## src/design/hsv_to_argb_pixel_convert_assert.svh

```systemverilog
// ----------------------------------------------------------------------------
// hsv to argb converter assertion macros
// concurrent check wrappers, compiled out when NO_ASSERTIONS is defined
// ----------------------------------------------------------------------------
`ifndef HSV_TO_ARGB_PIXEL_CONVERT_ASSERT_SVH
`define HSV_TO_ARGB_PIXEL_CONVERT_ASSERT_SVH

`ifndef NO_ASSERTIONS

// same-cycle implication
`define HSVC_ASSERT_IMPLY(name, clk, rst, ante, cons) \
   name: assert property (@(posedge clk) disable iff (rst) (ante) |-> (cons)) \
      else $error("hsvc implication check failed");

// next-cycle implication
`define HSVC_ASSERT_NEXT(name, clk, rst, ante, cons) \
   name: assert property (@(posedge clk) disable iff (rst) (ante) |=> (cons)) \
      else $error("hsvc next-cycle check failed");

`else

`define HSVC_ASSERT_IMPLY(name, clk, rst, ante, cons)

`define HSVC_ASSERT_NEXT(name, clk, rst, ante, cons)

`endif

`endif

```

## src/design/hsvc_pkg.sv

```systemverilog
// ----------------------------------------------------------------------------
// hsvc_pkg
// shared types, constants and helpers of the hsv to argb converter
// ----------------------------------------------------------------------------
`default_nettype none

package hsvc_pkg;

   localparam int HSVC_HUE_FRAC_BITS_DEF  = 6;
   localparam int HSVC_UNIT_FRAC_BITS_DEF = 8;

   localparam logic [7:0] CHAN_MAX = 8'hFF;

   // what a color channel carries before the m offset
   typedef enum logic [1:0] {
      ROLE_CHROMA = 2'd0,
      ROLE_X      = 2'd1,
      ROLE_ZERO   = 2'd2
   } role_type;

   typedef struct packed {
      role_type red;
      role_type green;
      role_type blue;
   } rgb_role_type;

   // stage advance enables for the back stages
   typedef struct packed {
      logic en2;
      logic en3;
      logic en4;
   } pipe_en_type;

   // one 60 degree sector in hue units: 60 * 2^hfb = 15 * 2^(hfb+2)
   function automatic int sector_len(input int hue_frac_bits);
      return 15 << (hue_frac_bits + 2);
   endfunction

   function automatic rgb_role_type sector_roles(input logic [2:0] sector);
      rgb_role_type r;
      case (sector)
         3'd0: r = '{ROLE_CHROMA, ROLE_X, ROLE_ZERO};
         3'd1: r = '{ROLE_X, ROLE_CHROMA, ROLE_ZERO};
         3'd2: r = '{ROLE_ZERO, ROLE_CHROMA, ROLE_X};
         3'd3: r = '{ROLE_ZERO, ROLE_X, ROLE_CHROMA};
         3'd4: r = '{ROLE_X, ROLE_ZERO, ROLE_CHROMA};
         default: r = '{ROLE_CHROMA, ROLE_ZERO, ROLE_X};
      endcase
      return r;
   endfunction

endpackage

`default_nettype wire

```

## src/design/hsvc_front.sv

```systemverilog
// ----------------------------------------------------------------------------
// hsvc_front
// stage 1: hue range check, sector index, distance to the center of the sector pair, alpha
// ----------------------------------------------------------------------------
`default_nettype none

module hsvc_front
   import hsvc_pkg::*;
#(
   parameter int HUE_FRAC_BITS  = HSVC_HUE_FRAC_BITS_DEF,
   parameter int UNIT_FRAC_BITS = HSVC_UNIT_FRAC_BITS_DEF,
   localparam int EW = $clog2(sector_len(HUE_FRAC_BITS) + 1)
) (
   input  wire logic               clock,
   input  wire logic               en1,
   input  wire logic signed [15:0] hue,
   input  wire logic [8:0]         saturation,
   input  wire logic [8:0]         brightness,
   input  wire logic [8:0]         opacity,
   output logic                    hue_ok_ff,
   output rgb_role_type            roles_ff,
   output logic [EW-1:0]           dist_ff,
   output logic [8:0]              sat_ff,
   output logic [8:0]              bright_ff,
   output logic [7:0]              alpha_ff
);

   localparam int SEC_D   = sector_len(HUE_FRAC_BITS);
   localparam int HUE_MAX = 360 << HUE_FRAC_BITS;
   localparam int HMAX_W  = $clog2(HUE_MAX + 1);
   localparam int CW      = (HMAX_W > 15) ? HMAX_W : 15;

   logic [CW-1:0] hmag;
   logic          hue_ok_in;
   logic [2:0]    sector;
   logic [CW-1:0] base;
   logic [CW-1:0] t;
   logic [EW-1:0] dist_in;
   logic [16:0]   a_scaled;
   logic [16:0]   a_shift;
   logic [7:0]    alpha_in;

   always_comb begin
      hmag      = CW'(hue[14:0]);
      hue_ok_in = !hue[15] && (hmag <= CW'(HUE_MAX));

      // sector index from six threshold compares
      sector = 3'd0;
      for (int i = 1; i <= 6; i++) begin
         if (hmag >= CW'(i * SEC_D)) begin
            sector = 3'(i);
         end
      end

      // hue mod two sectors
      case (sector[2:1])
         2'd0: base = '0;
         2'd1: base = CW'(2 * SEC_D);
         2'd2: base = CW'(4 * SEC_D);
         default: base = CW'(6 * SEC_D);
      endcase
      t = hmag - base;

      if (t >= CW'(SEC_D)) begin
         dist_in = EW'(t - CW'(SEC_D));
      end else begin
         dist_in = EW'(CW'(SEC_D) - t);
      end

      // 255 * opacity, truncated and saturated
      a_scaled = {opacity, 8'd0} - 17'(opacity);
      a_shift  = a_scaled >> UNIT_FRAC_BITS;
      if (!hue_ok_in || (a_shift > 17'(CHAN_MAX))) begin
         alpha_in = CHAN_MAX;
      end else begin
         alpha_in = a_shift[7:0];
      end
   end

   always_ff @(posedge clock) begin
      if (en1) begin
         hue_ok_ff <= hue_ok_in;
         roles_ff  <= sector_roles(sector);
         dist_ff   <= dist_in;
         sat_ff    <= saturation;
         bright_ff <= brightness;
         alpha_ff  <= alpha_in;
      end
   end

endmodule

`default_nettype wire

```

## src/design/hsvc_lane.sv

```systemverilog
// ----------------------------------------------------------------------------
// hsvc_lane
// stages 2 to 4 of one color channel: weight, scale by value, byte out
// ----------------------------------------------------------------------------
`default_nettype none

module hsvc_lane
   import hsvc_pkg::*;
#(
   parameter int HUE_FRAC_BITS  = HSVC_HUE_FRAC_BITS_DEF,
   parameter int UNIT_FRAC_BITS = HSVC_UNIT_FRAC_BITS_DEF,
   localparam int EW = $clog2(sector_len(HUE_FRAC_BITS) + 1)
) (
   input  wire logic          clock,
   input  wire pipe_en_type   pipe_en,
   input  wire logic          hue_ok,
   input  wire role_type      role,
   input  wire logic [EW-1:0] hue_dist,
   input  wire logic [8:0]    saturation,
   input  wire logic [8:0]    brightness,
   output logic [7:0]         chan_ff
);

   localparam int SEC_D = sector_len(HUE_FRAC_BITS);
   localparam int DU    = SEC_D << UNIT_FRAC_BITS;
   localparam int DUW   = $clog2(DU + 1);
   localparam int SEW   = 9 + EW;
   localparam int GW    = ((DUW > SEW) ? DUW : SEW) + 1;
   localparam int PW    = GW - 1 + 9;
   localparam int XW    = PW + 5;
   // 255 / (U*U*D) reduces to 17 / 2^SHIFT
   localparam int SHIFT = 2 * UNIT_FRAC_BITS + HUE_FRAC_BITS + 2;

   logic [EW-1:0]        e;
   logic [SEW-1:0]       se;
   logic signed [GW-1:0] g_in;
   logic signed [GW-1:0] g_ff;
   logic [8:0]           bright2_ff;
   logic                 ok2_ff;
   logic [GW-2:0]        gpos;
   logic [PW-1:0]        p_in;
   logic [PW-1:0]        p_ff;
   logic                 ok3_ff;
   logic [XW-1:0]        x17;
   logic [XW-1:0]        scaled;
   logic [7:0]           chan_in;

   // stage 2: g = D*U - S*e, e picks chroma, x or zero
   always_comb begin
      case (role)
         ROLE_CHROMA: e = '0;
         ROLE_X:      e = hue_dist;
         ROLE_ZERO:   e = EW'(SEC_D);
         default:     e = EW'(SEC_D);
      endcase
      se   = SEW'(saturation) * SEW'(e);
      g_in = $signed(GW'(DU)) - $signed(GW'(se));
   end

   always_ff @(posedge clock) begin
      if (pipe_en.en2) begin
         g_ff       <= g_in;
         bright2_ff <= brightness;
         ok2_ff     <= hue_ok;
      end
   end

   // stage 3: scale by value; non-positive numerators give zero
   always_comb begin
      gpos = (g_ff > 0) ? g_ff[GW-2:0] : '0;
      p_in = PW'(bright2_ff) * PW'(gpos);
   end

   always_ff @(posedge clock) begin
      if (pipe_en.en3) begin
         p_ff   <= p_in;
         ok3_ff <= ok2_ff;
      end
   end

   // stage 4: times 17, shift, saturate; zero for a hue out of range
   always_comb begin
      x17    = XW'({p_ff, 4'd0}) + XW'(p_ff);
      scaled = x17 >> SHIFT;
      if (!ok3_ff) begin
         chan_in = '0;
      end else if (scaled > XW'(CHAN_MAX)) begin
         chan_in = CHAN_MAX;
      end else begin
         chan_in = scaled[7:0];
      end
   end

   always_ff @(posedge clock) begin
      if (pipe_en.en4) begin
         chan_ff <= chan_in;
      end
   end

endmodule

`default_nettype wire

```

## src/design/hsv_to_argb_pixel_convert.sv

```systemverilog
// ----------------------------------------------------------------------------
// hsv_to_argb_pixel_convert
// hsv pixel with alpha in, 8-bit argb out, four-stage pipeline
// ----------------------------------------------------------------------------
// usage
//   req_* carries one hsv item: signed hue in 1/2^HUE_FRAC_BITS degree,
//   saturation, brightness and opacity with 2^UNIT_FRAC_BITS meaning 1.0
//   rsp_* carries one argb item per input item, in the same order
//   both channels are valid/ready; an item moves when valid and ready are high
// pipeline and throughput
//   four register stages (front, weight, value multiply, byte out), which an
//   item passes through in that order
//   one item per cycle sustained while rsp_ready is high: each stage advances
//   when it is empty or the stage after it advances
// hue outside 0..360 degrees gives opaque black (alpha 255, color zero)
// reset
//   synchronous, active high; clears every stage valid bit, so the pipe is
//   empty and req_ready is high on the first cycle after reset
// stall
//   with rsp_ready low the output item holds, stages fill behind it and
//   req_ready drops only once all four stages hold an item
// ----------------------------------------------------------------------------
`default_nettype none

`include "hsv_to_argb_pixel_convert_assert.svh"

module hsv_to_argb_pixel_convert
   import hsvc_pkg::*;
#(
   parameter int HUE_FRAC_BITS  = HSVC_HUE_FRAC_BITS_DEF,
   parameter int UNIT_FRAC_BITS = HSVC_UNIT_FRAC_BITS_DEF
) (
   input  wire logic               clock,
   input  wire logic               reset,
   input  wire logic               req_valid,
   output logic                    req_ready,
   input  wire logic signed [15:0] req_hue,
   input  wire logic [8:0]         req_saturation,
   input  wire logic [8:0]         req_brightness,
   input  wire logic [8:0]         req_opacity,
   output logic                    rsp_valid,
   input  wire logic               rsp_ready,
   output logic [7:0]              rsp_alpha_out,
   output logic [7:0]              rsp_red_out,
   output logic [7:0]              rsp_green_out,
   output logic [7:0]              rsp_blue_out
);

   localparam int EW = $clog2(sector_len(HUE_FRAC_BITS) + 1);

   // stage valid bits
   logic v1_ff;
   logic v2_ff;
   logic v3_ff;
   logic v4_ff;

   // alpha rides alongside the color lanes
   logic [7:0] alpha2_ff;
   logic [7:0] alpha3_ff;
   logic [7:0] alpha4_ff;

   logic        en1;
   pipe_en_type pipe_en;

   // stage 1 outputs
   logic          f_ok;
   rgb_role_type  f_roles;
   logic [EW-1:0] f_dist;
   logic [8:0]    f_sat;
   logic [8:0]    f_bright;
   logic [7:0]    f_alpha;

   // a stage advances when empty or when the next one advances
   always_comb begin
      pipe_en.en4 = !v4_ff || rsp_ready;
      pipe_en.en3 = !v3_ff || pipe_en.en4;
      pipe_en.en2 = !v2_ff || pipe_en.en3;
      en1         = !v1_ff || pipe_en.en2;
   end

   assign req_ready     = en1;
   assign rsp_valid     = v4_ff;
   assign rsp_alpha_out = alpha4_ff;

   always_ff @(posedge clock) begin
      if (reset) begin
         v1_ff <= 1'b0;
         v2_ff <= 1'b0;
         v3_ff <= 1'b0;
         v4_ff <= 1'b0;
      end else begin
         if (en1) begin
            v1_ff <= req_valid;
         end
         if (pipe_en.en2) begin
            v2_ff <= v1_ff;
         end
         if (pipe_en.en3) begin
            v3_ff <= v2_ff;
         end
         if (pipe_en.en4) begin
            v4_ff <= v3_ff;
         end
      end
   end

   always_ff @(posedge clock) begin
      if (pipe_en.en2) begin
         alpha2_ff <= f_alpha;
      end
      if (pipe_en.en3) begin
         alpha3_ff <= alpha2_ff;
      end
      if (pipe_en.en4) begin
         alpha4_ff <= alpha3_ff;
      end
   end

   // range check, sector, distance to the center of the sector pair and alpha
   hsvc_front #(
      .HUE_FRAC_BITS  (HUE_FRAC_BITS),
      .UNIT_FRAC_BITS (UNIT_FRAC_BITS)
   ) u_front (
      .clock      (clock),
      .en1        (en1),
      .hue        (req_hue),
      .saturation (req_saturation),
      .brightness (req_brightness),
      .opacity    (req_opacity),
      .hue_ok_ff  (f_ok),
      .roles_ff   (f_roles),
      .dist_ff    (f_dist),
      .sat_ff     (f_sat),
      .bright_ff  (f_bright),
      .alpha_ff   (f_alpha)
   );

   // one lane per color channel
   hsvc_lane #(
      .HUE_FRAC_BITS  (HUE_FRAC_BITS),
      .UNIT_FRAC_BITS (UNIT_FRAC_BITS)
   ) u_lane_red (
      .clock      (clock),
      .pipe_en    (pipe_en),
      .hue_ok     (f_ok),
      .role       (f_roles.red),
      .hue_dist   (f_dist),
      .saturation (f_sat),
      .brightness (f_bright),
      .chan_ff    (rsp_red_out)
   );

   hsvc_lane #(
      .HUE_FRAC_BITS  (HUE_FRAC_BITS),
      .UNIT_FRAC_BITS (UNIT_FRAC_BITS)
   ) u_lane_green (
      .clock      (clock),
      .pipe_en    (pipe_en),
      .hue_ok     (f_ok),
      .role       (f_roles.green),
      .hue_dist   (f_dist),
      .saturation (f_sat),
      .brightness (f_bright),
      .chan_ff    (rsp_green_out)
   );

   hsvc_lane #(
      .HUE_FRAC_BITS  (HUE_FRAC_BITS),
      .UNIT_FRAC_BITS (UNIT_FRAC_BITS)
   ) u_lane_blue (
      .clock      (clock),
      .pipe_en    (pipe_en),
      .hue_ok     (f_ok),
      .role       (f_roles.blue),
      .hue_dist   (f_dist),
      .saturation (f_sat),
      .brightness (f_bright),
      .chan_ff    (rsp_blue_out)
   );

   // item count in flight follows the two handshakes
   logic [3:0] vbits;
   logic [2:0] fill_cnt;
   logic       in_acc;
   logic       out_acc;

   assign vbits    = {v4_ff, v3_ff, v2_ff, v1_ff};
   assign fill_cnt = 3'($countones(vbits));
   assign in_acc   = req_valid && req_ready;
   assign out_acc  = rsp_valid && rsp_ready;

   `HSVC_ASSERT_NEXT(a_fill, clock, reset, in_acc && !out_acc, fill_cnt == $past(fill_cnt) + 3'd1)
   `HSVC_ASSERT_NEXT(a_drain, clock, reset, out_acc && !in_acc, fill_cnt + 3'd1 == $past(fill_cnt))
   `HSVC_ASSERT_NEXT(a_pass, clock, reset, in_acc && out_acc, fill_cnt == $past(fill_cnt))

endmodule

`default_nettype wire
```

## config.mk

```make
export PLATFORM = sky130hd
export DESIGN_NAME = hsv_to_argb_pixel_convert
export DESIGN_NICKNAME = d
export VERILOG_FILES = /design/src/design/hsvc_pkg.sv /design/src/design/hsvc_front.sv /design/src/design/hsvc_lane.sv /design/src/design/hsv_to_argb_pixel_convert.sv
export VERILOG_INCLUDE_DIRS = /design/src /design/src/design
export SDC_FILE = /design/constraint.sdc
export NUM_CORES = 2
export LEC_CHECK = 0
export BUFFER_PORTS_ARGS = -buffer_cell sky130_fd_sc_hd__buf_2
export CORE_ASPECT_RATIO = 1.1
export CORE_MARGIN = 1.5
export CORE_UTILIZATION = 60
export CTS_CLUSTER_DIAMETER = 120
export DETAILED_ROUTE_END_ITERATION = 8
export GPL_ROUTABILITY_DRIVEN = 1
export GPL_TIMING_DRIVEN = 1
export HOLD_SLACK_MARGIN = 0.03
export PLACE_DENSITY_LB_ADDON = 0.15
export SETUP_SLACK_MARGIN = 0.02
export SLEW_MARGIN = 5
export SYNTH_ARGS = -nofsm -noshare
export SYNTH_HDL_FRONTEND = slang
export SYNTH_HIERARCHICAL = 1
export SYNTH_SLANG_ARGS = --single-unit
```

## constraint.sdc

```tcl
create_clock -name clock -period 6.3 [get_ports clock]
set_clock_uncertainty 0.05 [all_clocks]
set_input_delay 0.945 -clock clock [delete_from_list [all_inputs] [get_ports clock]]
set_output_delay 0.945 -clock clock [all_outputs]
set_load 0.02 [all_outputs]
```

# [Word-level counts from Yosys, hierarchy flattened]
# Cells that the tools add are included.
[word_totals] mem_bits_ro=0 wordCells=102 latch_bits=0 reg_bits=264 n_memories=0 input_bits=47 mem_bits_rw=0
[op_classes] magnitude_cmp=15 n_eq_ne=9 n_div=0 n_shift=0 addsub=10 multipliers=6 reduce_logical=17 n_mux=18 n_bitwise=0
[ops] cell="34-bit by 30-bit adder with 35-bit output" n=3
[ops] cell="9-bit by 21-bit multiplier with 30-bit output" n=3
[ops] cell="12-bit one-hot mux with 2 select lines" n=3
[ops] cell="22-bit by 1-bit greater-than comparator with 1-bit output (second input constant)" n=3
[ops] cell="20-bit by 21-bit subtractor with 22-bit output (first input constant)" n=3
[ops] cell="9-bit by 12-bit multiplier with 21-bit output" n=3
[ops] cell="21-bit 2-to-1 mux" n=3
[ops] cell="15-bit one-hot mux with 3 select lines" n=1
[ops] cell="11-bit by 8-bit greater-than comparator with 1-bit output (second input constant)" n=3
[ops] cell="15-bit by 12-bit greater-or-equal comparator with 1-bit output (second input constant)" n=2
[ops] cell="15-bit by 14-bit greater-or-equal comparator with 1-bit output (second input constant)" n=2
[ops] cell="15-bit greater-or-equal comparator (second input constant)" n=2
[ops] cell="6-bit one-hot mux with 5 select lines" n=1
[ops] cell="8-bit 2-to-1 mux" n=3
[ops] cell="17-bit by 9-bit subtractor with 17-bit output" n=1
[ops] cell="15-bit by 13-bit greater-or-equal comparator with 1-bit output (second input constant)" n=1
[ops] cell="15-bit <= comparator (second input constant)" n=1
[ops] cell="3-bit 2-to-1 mux" n=5
[ops] cell="15-bit subtractor" n=1
[ops] cell="12-bit 2-to-1 mux" n=1
[ops] cell="12-bit subtractor (first input constant)" n=1
[ops] cell="12-bit subtractor (second input constant)" n=1
[ops] cell="9-bit by 8-bit greater-than comparator with 1-bit output (second input constant)" n=1
[ops] cell="2-bit by 1-bit == test with 1-bit output (second input constant)" n=4
[ops] cell="other kinds (10)" n=23

# [Longest topological paths before layout]
[depth] ltp_word=12 ltp_mapped=26

# [Cells and area by module]
# The synthesis kept the hierarchy.
[modules_own_cells] module="hsvc_lane at u_lane_red" n_inst=1 seq_area_each_um2=2132.0 area_each_um2=12901.1 cells_each=1355
[modules_own_cells] module="hsvc_lane at u_lane_blue" n_inst=1 seq_area_each_um2=2132.0 area_each_um2=12753.5 cells_each=1326
[modules_own_cells] module="hsvc_lane at u_lane_green" n_inst=1 seq_area_each_um2=2132.0 area_each_um2=12744.7 cells_each=1332
[modules_own_cells] module="hsvc_front" n_inst=1 seq_area_each_um2=1351.3 area_each_um2=2343.5 cells_each=197
[modules_own_cells] module="hsv_to_argb_pixel_convert" n_inst=1 seq_area_each_um2=800.8 area_each_um2=880.8 cells_each=40

# [Worst setup path before layout]
# OpenSTA, ideal clock, no wires.
[synth_path] path_kind="register -> register" start="register u_lane_blue.g_ff[4]" end="register u_lane_blue.p_ff[28] (data pin)" path_stages_with_launch=23 t_required_ns=5.992 arrival_time_ns=5.938 period_less_slack_ns=6.245 slack_ns=0.055 path_cell_list="edfxtp_1 -> clkbuf_1 -> or4_1 -> nor4_1 -> nor2_1 -> clkbuf_1 -> clkbuf_1 -> and3_1 -> fa_1 -> fa_1 -> fa_1 -> inv_1 -> fa_1 -> inv_1 -> ha_1 -> and4_1 -> and4_1 -> o21a_1 -> o41ai_2 -> a21boi_1 -> a211o_1 -> a21oi_1 -> xnor2_1"
[synth_via] elab_chain_cells=3
[synth_lines] item="start: declaration" line="hsvc_lane.sv:37" text="logic signed [GW-1:0] g_ff;"
[synth_lines] item="start signal: assignment" line="hsvc_lane.sv:62" text="g_ff <= g_in;"
[synth_lines] item="22-bit by 1-bit greater-than comparator with 1-bit output" line="hsvc_lane.sv:70" text="gpos = (g_ff > 0) ? g_ff[GW-2:0] : '0;"
[synth_lines] item="21-bit 2-to-1 mux (*)" line="hsvc_lane.sv:70"
[synth_lines] item="9-bit by 21-bit multiplier with 30-bit output (*)" line="hsvc_lane.sv:71" text="p_in = PW'(bright2_ff) * PW'(gpos);"
[synth_lines] item="net u_lane_blue.p_in[28]" line="hsvc_lane.sv:41" text="logic [PW-1:0] p_in;"
[synth_lines] item="end signal: assignment" line="hsvc_lane.sv:76" text="p_ff <= p_in;"
[synth_lines] item="end: declaration" line="hsvc_lane.sv:42" text="logic [PW-1:0] p_ff;"
# The timed path passes the listed nets; every way through them passes the cells marked *.
# A chain may end at the register's enable or synchronous reset.

# [Worst setup path in the final report]
[layout_path] start="register u_lane_blue.g_ff[3]" end="register u_lane_blue.p_ff[28] (data pin)"
# The elaborated chain is that of the path after synthesis.

==> summary by stage <==
Detailed routing
The final layout contains routed wiring with a total length of 92.5 mm. The first-iteration detailed-routing DRC count is 1878. The remaining antenna violation count is 0. The count of TritonRoute iterations in the first routing pass is 5. The total via count in the routed design is 30.4k. After detailed routing, the average wire length per cell comes to 17.4 µm. The DRC violation count after routing is 0.

The ratio of routed vias to standard cells is ~5.7.

STA
In the post-route analysis, the smallest setup slack over all paths is about 0.027 ns. The number of hold violations in the final report is 0. The highest attainable clock frequency is around 160 MHz. In the finished design, the share of the clock period the worst path needs comes to 0.996. The transition time at the pin with the least slew margin is around 0.95 ns.

The post-route minimum period is 6.27 ns. The final number of setup-violating endpoints is 0. The relative max-transition margin is 0.369. The max-slew violation total from the final report came to 0. Setup repair after global routing could not meet its margin everywhere. In the final timing run, aggregate negative setup slack is 0 ns.

Floorplan
The initialized floorplan defines between 100 and 150 standard-cell rows. The width of the die is around 250 µm. The vertical extent of the die is ~280 µm. The die area is 71000 µm². The core region area is just under 70000 µm². The boundary pin count is a little over 80. The initial core utilization is 0.604.

Setup path
The data arrival at the endpoint of the critical path is between 6 and 7 ns. Tracing the worst setup path back leads to its startpoint at u_lane_blue/g_ff[3]$_DFFE_PP_. The critical path in this run is classified as flop to flop. On the worst path, the slowest cell contributes a delay of ~0.56 ns.

The worst setup path is captured at a flop. The family with the most delay on the worst path is adder cells. In this run the register-to-register setup slack is approximately 0.027 ns. The cell that appears most often on the critical path is sky130_fd_sc_hd__fa_1.

The highest fanout seen on the critical path is 8. STA classifies the critical path startpoint as a flop. The data required time at the worst endpoint is 6.55 ns. Walking the worst path, the cells encountered are or4_4 > nor4_4 > buf_4 > buf_4 > nor2_4 > buf_6 > nand3_1 > fa_1 > inv_2 > fa_1 > fa_1 > inv_1 > fa_1 > inv_1 > ha_4 > and4_1 > o311a_1 > o21a_1 > o41ai_4 > a21boi_2 > a211o_1 > a21oi_2 > xnor2_1. Together, buffers and inverters on the worst path number 6.

The slowest stage of the critical path is the sky130_fd_sc_hd__or4_4 cell. In this run the critical register-to-register path is launched from u_lane_blue/g_ff[3]$_DFFE_PP_.

Yosys
The mean cell area of the mapped netlist is 9.79 µm². The proportion of synthesized flip-flops having asynchronous set or reset is 0. When the netlist entered floorplanning its net count stood at between 5k and 6k. For this run, the register share of the synthesized area comes to 0.205. The most used flip-flop cell after synthesis is sky130_fd_sc_hd__edfxtp_1. Summing every instance area after synthesis gives 41600 µm². In this run, synthesis inferred ~280 flip-flops with an integrated enable. Yosys printed 6 warnings. The post-synthesis register bit count is about 290. The count of mapped cells out of synthesis is ~4.3k. Counting distinct cell types in the post-synthesis netlist gives 96.

Placement
Before CTS, the worst setup slack after placement is -0.259 ns. Input and output buffers added on the ports amount to 80. Summing all placed instances gives a cell area of 43700 µm². The weighted congestion at the end of routability-driven global placement is between 0.8 and 0.9. The detailed placement HPWL is roughly 72 mm.

Global route
The number of antenna violations at the first check in global routing is 1. The total global routing track utilization is 0.260. The largest net degree at the start of global routing is ~80. Summed over all layers, the global routing overflow is 0. The via count of the first global-routing pass is 30.6k. The first global-routing pass estimated between 100 and 150 mm of wire.

Run status
The run finished with clean final reports.

Cells and area
The top cell types in the final layout, fill and taps aside, are 749 x sky130_fd_sc_hd__inv_1, 604 x sky130_fd_sc_hd__fa_1, 418 x sky130_fd_sc_hd__ha_1. The area growth from synthesis to layout is 10.2%. The post-route cell area is 45900 µm². 0 antenna diodes ended up in the layout. For this run, the post-layout net count is about 5.5k. The share of cells above drive strength 1 is 0.115. The number of fill cells is 5479. The commonest non-fill, non-tap cell in the layout is sky130_fd_sc_hd__inv_1.

Clock network
The number of clock buffers added by TritonCTS is 36. The CTS tree is done. The number of hold-repair buffers added at the cts stage is 0. The clock latency at the later pin of the worst-skew pair is just under 0.6 ns. The tree built by TritonCTS fans out to ~290 sinks.

The total number of H-tree levels is 2. After clock tree synthesis, the clock-pin slew on the worst setup and hold paths is about 0.060 ns. The clock root buffer is sky130_fd_sc_hd__clkbuf_16. The clock passes through at most 3 buffers.

Worst hold path
The startpoint identified for the worst hold timing path is alpha3_ff[1]$_DFFE_PP_. The worst hold path class is flop to flop.

Flow run
Across the run, the number of max-cap violations was 0.
-- timing repair --
item | in CTS | in global routing
cloned | 2 | 12
gates resized for setup | 7 | 129
setup endpoints to repair | 7 | 26
pin swaps | 4 | 91
setup buffers | 3 | 31
-- metal layers --
layer,track usage,vias to the layer above,routed length [µm]
met5,0,-,0
met4,0.0702,0,2490
met3,0.0358,170,5160
met2,0.444,866,45200
met1,0.349,15100,39700
li1,-,14300,-
-- through the flow --
stage               hold WS [ns]   util  instances
floorplan                  0.350      -       4250
global placement           0.351  0.634       5207
detailed placement         0.355  0.634       5207
CTS                        0.367  0.651       5278
global route               0.371  0.666       5321
finish                     0.366  0.666       5321
-- cells in the mapped netlist (82+ instances only) --
cell,count,area (µm²)
sky130_fd_sc_hd__a21oi_1,136,681
sky130_fd_sc_hd__ha_1,434,5430
sky130_fd_sc_hd__inv_1,752,2820
sky130_fd_sc_hd__xnor2_1,122,1070
sky130_fd_sc_hd__clkbuf_1,185,694
sky130_fd_sc_hd__and2_1,139,870
sky130_fd_sc_hd__fa_1,610,12200
sky130_fd_sc_hd__and3_1,404,2530
sky130_fd_sc_hd__edfxtp_1,282,8470
sky130_fd_sc_hd__nor2_1,82,308
sky130_fd_sc_hd__nand3_1,190,951
sky130_fd_sc_hd__nand2_1,323,1210
-- worst paths after layout --
kind / depth (start not counted) / to
setup / recovery: 23 / u_lane_blue/p_ff[28]$_DFFE_PP_
hold / removal: 0 / rsp_alpha_out[1]$_DFFE_PP_
setup reg to reg: 23 / u_lane_blue/p_ff[28]$_DFFE_PP_
hold reg to reg: 0 / rsp_alpha_out[1]$_DFFE_PP_
-- cell families after synthesis --
logic type | share of synthesized area
AND/OR/NAND/NOR | 0.169
adder cells (fa/ha/maj) | 0.424
buffers and inverters | 0.0880
AO/OA/AOI/OAI | 0.0793
flip-flops | 0.205
XOR/XNOR | 0.0337
multiplexers | 0.00126
-- cell type report --
class                      instances  area [µm²]  share of cell area
clock buffer                      43         927              0.0202
clock inverter                    23         158             0.00344
inverter                         753        2840              0.0619
multi-input combinational       3006       30100               0.657
sequential                       286        8550               0.186
tap                              927        1160              0.0253
timing repair buffer             283        2130              0.0464
-- sequential cells by signal (all words and copies together) (netlist names), 9 cells and up --
name                     cells
u_lane_green/p_ff           30
u_lane_blue/bright2_ff       9
u_lane_blue/g_ff            22
u_lane_blue/p_ff            30
u_lane_green/bright2_ff      9
u_front/dist_ff             12
u_lane_green/g_ff           22
u_lane_red/g_ff             22
u_lane_red/p_ff             30
u_front/sat_ff               9
u_front/bright_ff            9
u_lane_red/bright2_ff        9
Power is not shown: default switching activity piles up to over one toggle a cycle in this logic, so the estimate is an artifact.
